--- config.mk ---
export PLATFORM = sky130hd
export DESIGN_NAME = time_sorted_event_queue
export DESIGN_NICKNAME = d
export VERILOG_FILES = /design/src/rtl/tseq_pkg.sv /design/src/rtl/tseq_ctrl.sv /design/src/rtl/tseq_datapath.sv /design/src/rtl/time_sorted_event_queue.sv
export SDC_FILE = /design/constraint.sdc
export NUM_CORES = 2
export LEC_CHECK = 0
export BUFFER_PORTS_ARGS = -buffer_cell sky130_fd_sc_hd__buf_2
export CAP_MARGIN = 0
export CORE_UTILIZATION = 43
export DETAILED_ROUTE_END_ITERATION = 10
export SETUP_SLACK_MARGIN = 0.15
export SYNTH_ARGS = -nofsm -noshare
export SYNTH_HDL_FRONTEND = slang
export SYNTH_SLANG_ARGS = --single-unit
--- constraint.sdc ---
create_clock -name clk -period 10.4 [get_ports clk]
set_input_delay 2.08 -clock clk [delete_from_list [all_inputs] [get_ports clk]]
set_output_delay 2.08 -clock clk [all_outputs]
set_load 0.02 [all_outputs]
--- src/rtl/tseq_pkg.sv ---
// ----------------------------------------------------------------------------
// tseq_pkg
// Types and constants of the time-sorted event queue.
// ----------------------------------------------------------------------------
`default_nettype none

package tseq_pkg;

  localparam int QUEUE_DEPTH  = 32;
  localparam int TIME_BITS    = 32;
  localparam int PAYLOAD_BITS = 16;
  localparam int CNT_BITS     = $clog2(QUEUE_DEPTH + 1);

  typedef enum logic [1:0] {
    KIND_INSERT  = 2'd0,
    KIND_POP     = 2'd1,
    KIND_RELEASE = 2'd2
  } kind_t;

  typedef enum logic [1:0] {
    STAT_OK    = 2'd0,
    STAT_EMPTY = 2'd1,
    STAT_FULL  = 2'd2
  } stat_t;

  typedef enum logic {
    S_IDLE,
    S_EXEC
  } state_t;

  typedef struct packed {
    logic  load;
    logic  insert;
    logic  shift;
    logic  emit;
    stat_t emit_status;
    logic  emit_entry;
    logic  emit_last;
  } dp_cmd_t;

  typedef struct packed {
    logic full;
    logic empty;
    logic due0;
    logic due1;
  } dp_status_t;

endpackage

`default_nettype wire

--- src/rtl/tseq_ctrl.sv ---
// ----------------------------------------------------------------------------
// tseq_ctrl
// Request sequencer: takes a request, then drives insert, pop or the
// release run one entry per cycle.
// ----------------------------------------------------------------------------
`default_nettype none

module tseq_ctrl
  import tseq_pkg::*;
(
  input  wire logic       clk,
  input  wire logic       rst_n,
  input  wire logic       start,
  input  wire logic [1:0] in_kind,
  input  wire dp_status_t sts,
  output dp_cmd_t         cmd,
  output logic            busy
);

  state_t state_r, state_nxt;
  kind_t  kind_r, kind_nxt;

  always_ff @(posedge clk) begin
    if (!rst_n) begin
      state_r <= S_IDLE;
      kind_r  <= KIND_INSERT;
    end else begin
      state_r <= state_nxt;
      kind_r  <= kind_nxt;
    end
  end

  always_comb begin
    state_nxt = state_r;
    kind_nxt  = kind_r;
    busy      = 1'b1;
    cmd       = '0;
    cmd.emit_status = STAT_OK;
    unique case (state_r)
      S_IDLE: begin
        busy = 1'b0;
        if (start) begin
          cmd.load  = 1'b1;
          kind_nxt  = kind_t'(in_kind);
          state_nxt = S_EXEC;
        end
      end
      S_EXEC: begin
        state_nxt = S_IDLE;
        case (kind_r)
          KIND_INSERT: begin
            cmd.emit      = 1'b1;
            cmd.emit_last = 1'b1;
            cmd.insert    = !sts.full;
            cmd.emit_status = sts.full ? STAT_FULL : STAT_OK;
          end
          KIND_POP: begin
            cmd.emit       = 1'b1;
            cmd.emit_last  = 1'b1;
            cmd.emit_entry = !sts.empty;
            cmd.shift      = !sts.empty;
            cmd.emit_status = sts.empty ? STAT_EMPTY : STAT_OK;
          end
          KIND_RELEASE: begin
            cmd.emit = 1'b1;
            if (!sts.due0) begin
              cmd.emit_last   = 1'b1;
              cmd.emit_status = STAT_EMPTY;
            end else begin
              cmd.emit_entry = 1'b1;
              cmd.shift      = 1'b1;
              cmd.emit_last  = !sts.due1;
              if (sts.due1) state_nxt = S_EXEC;
            end
          end
          default: ;
        endcase
      end
      default: state_nxt = S_IDLE;
    endcase
  end

endmodule

`default_nettype wire

--- src/rtl/tseq_datapath.sv ---
// ----------------------------------------------------------------------------
// tseq_datapath
// Sorted row of entry cells with parallel compare, entry count, request
// operand registers and the result register.
// ----------------------------------------------------------------------------
`default_nettype none

module tseq_datapath
  import tseq_pkg::*;
(
  input  wire logic                    clk,
  input  wire logic                    rst_n,
  input  wire logic [TIME_BITS-1:0]    in_time_stamp,
  input  wire logic [PAYLOAD_BITS-1:0] in_payload,
  input  wire dp_cmd_t                 cmd,
  output dp_status_t                   sts,
  output logic                         out_valid,
  output logic [1:0]                   out_status,
  output logic [TIME_BITS-1:0]         out_time,
  output logic [PAYLOAD_BITS-1:0]      out_payload,
  output logic                         out_last
);

  logic [TIME_BITS-1:0]    etime_r [QUEUE_DEPTH];
  logic [PAYLOAD_BITS-1:0] epay_r  [QUEUE_DEPTH];
  logic [CNT_BITS-1:0]     count_r;
  logic [TIME_BITS-1:0]    key_r;
  logic [PAYLOAD_BITS-1:0] note_r;
  logic [QUEUE_DEPTH-1:0]  valid;
  logic [QUEUE_DEPTH-1:0]  lt;

  logic                    out_valid_r;
  logic [1:0]              out_status_r;
  logic [TIME_BITS-1:0]    out_time_r;
  logic [PAYLOAD_BITS-1:0] out_payload_r;
  logic                    out_last_r;

  always_comb begin
    for (int i = 0; i < QUEUE_DEPTH; i++) begin
      valid[i] = CNT_BITS'(i) < count_r;
      lt[i]    = valid[i] && (etime_r[i] < key_r);
    end
  end

  assign sts.full  = count_r == CNT_BITS'(QUEUE_DEPTH);
  assign sts.empty = count_r == '0;
  assign sts.due0  = valid[0] && (etime_r[0] <= key_r);
  assign sts.due1  = valid[1] && (etime_r[1] <= key_r);

  for (genvar g = 0; g < QUEUE_DEPTH; g++) begin : g_cell
    logic [TIME_BITS-1:0]    up_time;
    logic [PAYLOAD_BITS-1:0] up_pay;
    logic [TIME_BITS-1:0]    dn_time;
    logic [PAYLOAD_BITS-1:0] dn_pay;
    logic                    take_new;

    if (g == 0) begin : g_head
      assign dn_time  = key_r;
      assign dn_pay   = note_r;
      assign take_new = !lt[0];
    end else begin : g_body
      assign dn_time  = etime_r[g-1];
      assign dn_pay   = epay_r[g-1];
      assign take_new = !lt[g] && lt[g-1];
    end

    if (g == QUEUE_DEPTH - 1) begin : g_tail
      assign up_time = etime_r[g];
      assign up_pay  = epay_r[g];
    end else begin : g_mid
      assign up_time = etime_r[g+1];
      assign up_pay  = epay_r[g+1];
    end

    always_ff @(posedge clk) begin
      if (cmd.insert && !lt[g]) begin
        etime_r[g] <= take_new ? key_r  : dn_time;
        epay_r[g]  <= take_new ? note_r : dn_pay;
      end else if (cmd.shift) begin
        etime_r[g] <= up_time;
        epay_r[g]  <= up_pay;
      end
    end
  end

  always_ff @(posedge clk) begin
    if (!rst_n) begin
      count_r     <= '0;
      out_valid_r <= 1'b0;
    end else begin
      out_valid_r <= cmd.emit;
      if (cmd.insert) begin
        count_r <= count_r + CNT_BITS'(1);
      end else if (cmd.shift) begin
        count_r <= count_r - CNT_BITS'(1);
      end
    end
  end

  always_ff @(posedge clk) begin
    if (cmd.load) begin
      key_r  <= in_time_stamp;
      note_r <= in_payload;
    end
    if (cmd.emit) begin
      out_status_r  <= cmd.emit_status;
      out_time_r    <= cmd.emit_entry ? etime_r[0] : '0;
      out_payload_r <= cmd.emit_entry ? epay_r[0] : '0;
      out_last_r    <= cmd.emit_last;
    end
  end

  assign out_valid   = out_valid_r;
  assign out_status  = out_status_r;
  assign out_time    = out_time_r;
  assign out_payload = out_payload_r;
  assign out_last    = out_last_r;

endmodule

`default_nettype wire

--- src/rtl/time_sorted_event_queue.sv ---
// The first result is registered from the execute phase; release results then follow 1 per cycle.
// A request is accepted in the idle phase and served in the execute phase; a release repeats that phase
// for each due entry leaving the cell row. Busy stays high outside idle, so no new request is taken then.
// Results are a one-cycle strobe on out_valid; the receiver cannot stall them.
// Synchronous active-low reset empties the queue at once; entry cells are not cleared.
// ----------------------------------------------------------------------------
// time_sorted_event_queue
// Bounded queue of timed entries kept in ascending time order, with insert,
// pop earliest and release of all entries due up to a given time.
// ----------------------------------------------------------------------------
`default_nettype none

module time_sorted_event_queue
  import tseq_pkg::*;
(
  input  wire logic                    clk,
  input  wire logic                    rst_n,
  input  wire logic                    start,
  output logic                         busy,
  input  wire logic [1:0]              in_kind,
  input  wire logic [TIME_BITS-1:0]    in_time_stamp,
  input  wire logic [PAYLOAD_BITS-1:0] in_payload,
  output logic                         out_valid,
  output logic [1:0]                   out_status,
  output logic [TIME_BITS-1:0]         out_time,
  output logic [PAYLOAD_BITS-1:0]      out_payload,
  output logic                         out_last
);

  dp_cmd_t    cmd;
  dp_status_t sts;

  tseq_ctrl u_ctrl (
    .clk     (clk),
    .rst_n   (rst_n),
    .start   (start),
    .in_kind (in_kind),
    .sts     (sts),
    .cmd     (cmd),
    .busy    (busy)
  );

  tseq_datapath u_dp (
    .clk           (clk),
    .rst_n         (rst_n),
    .in_time_stamp (in_time_stamp),
    .in_payload    (in_payload),
    .cmd           (cmd),
    .sts           (sts),
    .out_valid     (out_valid),
    .out_status    (out_status),
    .out_time      (out_time),
    .out_payload   (out_payload),
    .out_last      (out_last)
  );

endmodule

`default_nettype wire

==> impl_metrics.py <==
metrics = {
    "sta": {
        "timing.setup.tns_ns": 0,
        "period_minus_slack_ns": 5.97,
        "rsz0062_at_grt": "no",
        "skew_ns": 0.0294,
        "finalSetupViolCount": 0,
        "max_freq_ghz": 0.168,
        "slew_headroom": 0.101,
        "tightest_slew_ns": 1.34,
        "hold_violations": 0,
        "maxSlewViolCount": 0,
        "post-route-period-util": 0.574,
    },
    "synth": {
        "syn_nets": 10600,
        "synth_cell_type_count": 79,
        "synth.area.mux_share": 0.149,
        "ys_warn_count": 0,
        "synth.most_common_cell": "edfxtp_1",
        "synthAdderAreaFrac": 0.119,
        "synth_top_family_by_area": "multiplexers",
        "synth_edf_count": 1635,
        "yosys-top-cells-count": "1635 x edfxtp_1, 1081 x a21oi_1, 1001 x ha_1, 816 x mux2i_1, 812 x nor2_1",
        "yosysSeqAreaShare": 0.467,
        "yosys_most_used_dff": "edfxtp_1",
        "yosys.area_share.simple": 0.0902,
        "synth-seq-cells": 1645,
        "yosys.area.top_type": "edfxtp_1",
        "async_flop_share": 0,
        "syn-instance-count": 9580,
        "synth_compound_area_frac": 0.142,
        "synth_xor_area_frac": 0.000332,
        "yosysTopAreaCellShare": 0.466,
        "synth_area_sq_mm": 0.105,
        "avgSynthCellArea_sq_um": 11.0,
        "synthTopCellsByArea": "edfxtp_1 47%, ha_1 12%, mux2i_1 7.7%, mux2_2 6.7%, a21oi_1 5.1%",
    },
    "clock_network": {
        "ctsResizeCount": 0,
        "numCtsBuffers": 184,
        "clock-sinks": 1645,
        "cts_max_level": 4,
        "cts_root_buffer": "clkbuf_16",
        "cts-hold-fix-buffers": 0,
        "cts_tree": "done",
        "clk_latency_ns": 0.86,
        "cts.path.max_buffers": 3,
        "cts_setup_buffers": 0,
        "clkTransAtPathRegs_ns": 0.06,
    },
    "job": {
        "maxCapViolCount": 0,
    },
    "outcome": {
        "status": "completed",
    },
    "die": {
        "core_area_sq_mm": 0.243,
        "die_w_um": 497,
        "ioPinCount": 106,
        "initial_core_util": 0.433,
        "row_count": 181,
        "die_h_um": 497,
        "die_area_sq_mm": 0.247,
    },
    "critical_path": {
        "crit_fanout": 77,
        "startpoint_type": "register",
        "timing.rr.start": "u_dp.g_cell[0].dn_time[29]",
        "critPathCaptureType": "register",
        "worstPathArrival_ns": 6.53,
        "worst-setup-path-type": "register to register",
        "crit_path_start": "u_dp.g_cell[0].dn_time[29]",
        "critical_path_required_ns": 10.96,
    },
    "route": {
        "vias": 78600,
        "wl_per_cell_um": 23.7,
        "first_pass_iters": 6,
        "drtIter0Drc": 6162,
        "finalWirelength_um": 301000,
        "antenna_left": 0,
        "drc": 0,
        "viasPerCell": 6.18,
    },
    "power_and_ir_drop": {
        "power_mw": 16.3,
        "leakagePower_nw": 44.3,
        "p_per_area_mw_per_mm2": 141,
        "ir_drop_v": 0.000120,
    },
    "grt": {
        "grt_pass1_vias": 81100,
        "antenna_found_initial": 2,
        "grt_pass1_wl_um": 473000,
        "grt_use_total": 0.237,
        "grt-ovfl-total": 0,
        "grt_max_degree": 115,
    },
    "finish": {
        "num-nets-final": 10400,
        "drive_above_1_share": 0.145,
        "syn2layout_area_growth_pct": 9.70,
    },
    "hold_path": {
        "hp-class": "register to register",
        "hp-start": "u_dp.epay_r[1][242]",
    },
    "place": {
        "hpwl_um": 220000,
        "gp_congestion": 0.865,
        "portBuffers": 105,
    },
}
## state kept, by name (all words and copies together) (netlist names)
signal               count
u_dp.etime_r          1024
u_dp.epay_r            512
u_dp.g_cell.dn_time     32
u_dp.out_time           32
u_dp.g_cell.dn_pay      16
u_dp.out_payload        16
u_dp.count_r             6
u_ctrl.kind_r            2
u_dp.out_status          2
u_ctrl.state_r           1
u_dp.out_last            1
u_dp.out_valid           1
## worst max-delay path, cell delays in order, from the launching register on
cell and delay, ns:
edfxtp_1 0.38, buf_4 0.22, inv_1 0.49, buf_4 0.38, ha_1 0.29, a21oi_1 0.15
nor2b_1 0.05, o21ai_0 0.40, nand4b_1 0.33, o41ai_4 0.43, buf_4 0.44, buf_4 0.82
o21ai_4 0.43, buf_4 0.47, nor2_1 0.22, a21oi_1 0.06
## stage by stage
stage / setup WS, ns / util / area [sq um] / cells / hold slack, ns
after floorplan: 3.14 / - / 105000 / 9580 / 0.515
after global placement: 4.65 / 0.450 / 110000 / 12400 / 0.528
after detailed placement: 4.55 / 0.450 / 110000 / 12400 / 0.535
after CTS: 4.54 / 0.475 / 116000 / 12700 / 0.552
after global routing: 4.18 / 0.475 / 116000 / 12700 / 0.568
final: 4.43 / 0.475 / 116000 / 12700 / 0.546
## metal layers
layer | up-vias | track usage | part of all wire
met4 | 0 | 0.0722 | 0.028
met3 | 490 | 0.0293 | 0.045
met2 | 2053 | 0.392 | 0.47
li1 | 36300 | - | -
met5 | - | 0 | 0
met1 | 39700 | 0.324 | 0.45
## final timing paths
kind | endpoint | slack [ns] | cells after the start
setup / recovery | u_dp.epay_r[0][27] | 4.43 | 15
hold / removal | u_dp.epay_r[1][226] | 0.55 | 1
setup reg to reg | u_dp.epay_r[0][27] | 4.43 | 15
hold reg to reg | u_dp.epay_r[1][226] | 0.55 | 1
## cells by family (layout without fill, tap and decap cells)
kind of cell	count (synthesis)	count (layout)
compound gates	2564	2564
xor+xnor	4	4
fa+ha+maj	1001	1001
buf+inv	809	739
flops	1645	1645
mux	1487	1487
other cells	0	1
simple gates	2070	2070
## cell usage in the layout, fill, tap and decap left out, types with 187 or more instances in the layout
cell	n
a21o_1	251
a21oi_1	1073
a31oi_1	251
buf_4	235
clkbuf_16	187
edfxtp_1	1635
ha_1	1001
mux2_2	626
mux2i_1	816
nand2_1	365
nand3_1	280
nor2_1	808
nor3_1	215
o21ai_0	554
## power breakdown
group | total, mW | leakage, nW | switching (mW) | internal [mW]
Combinational | 1.71 | 26.1 | 1.07 | 0.645
Clock | 6.73 | 2.95 | 2.87 | 3.85
Sequential | 7.88 | 15.2 | 0.225 | 7.66
Total | 16.3 | 44.3 | 4.16 | 12.2
## layout make-up
class	count	area, sq um
fill	22100	128000
antenna	1	2.50
multi-input combinational	7126	53800
clock buffer	218	4820
timing repair buffer	343	2350
sequential	1645	49300
inverter	55	206
tap	3202	4010
clock inverter	123	1230
(Power assumes the default switching activity.)
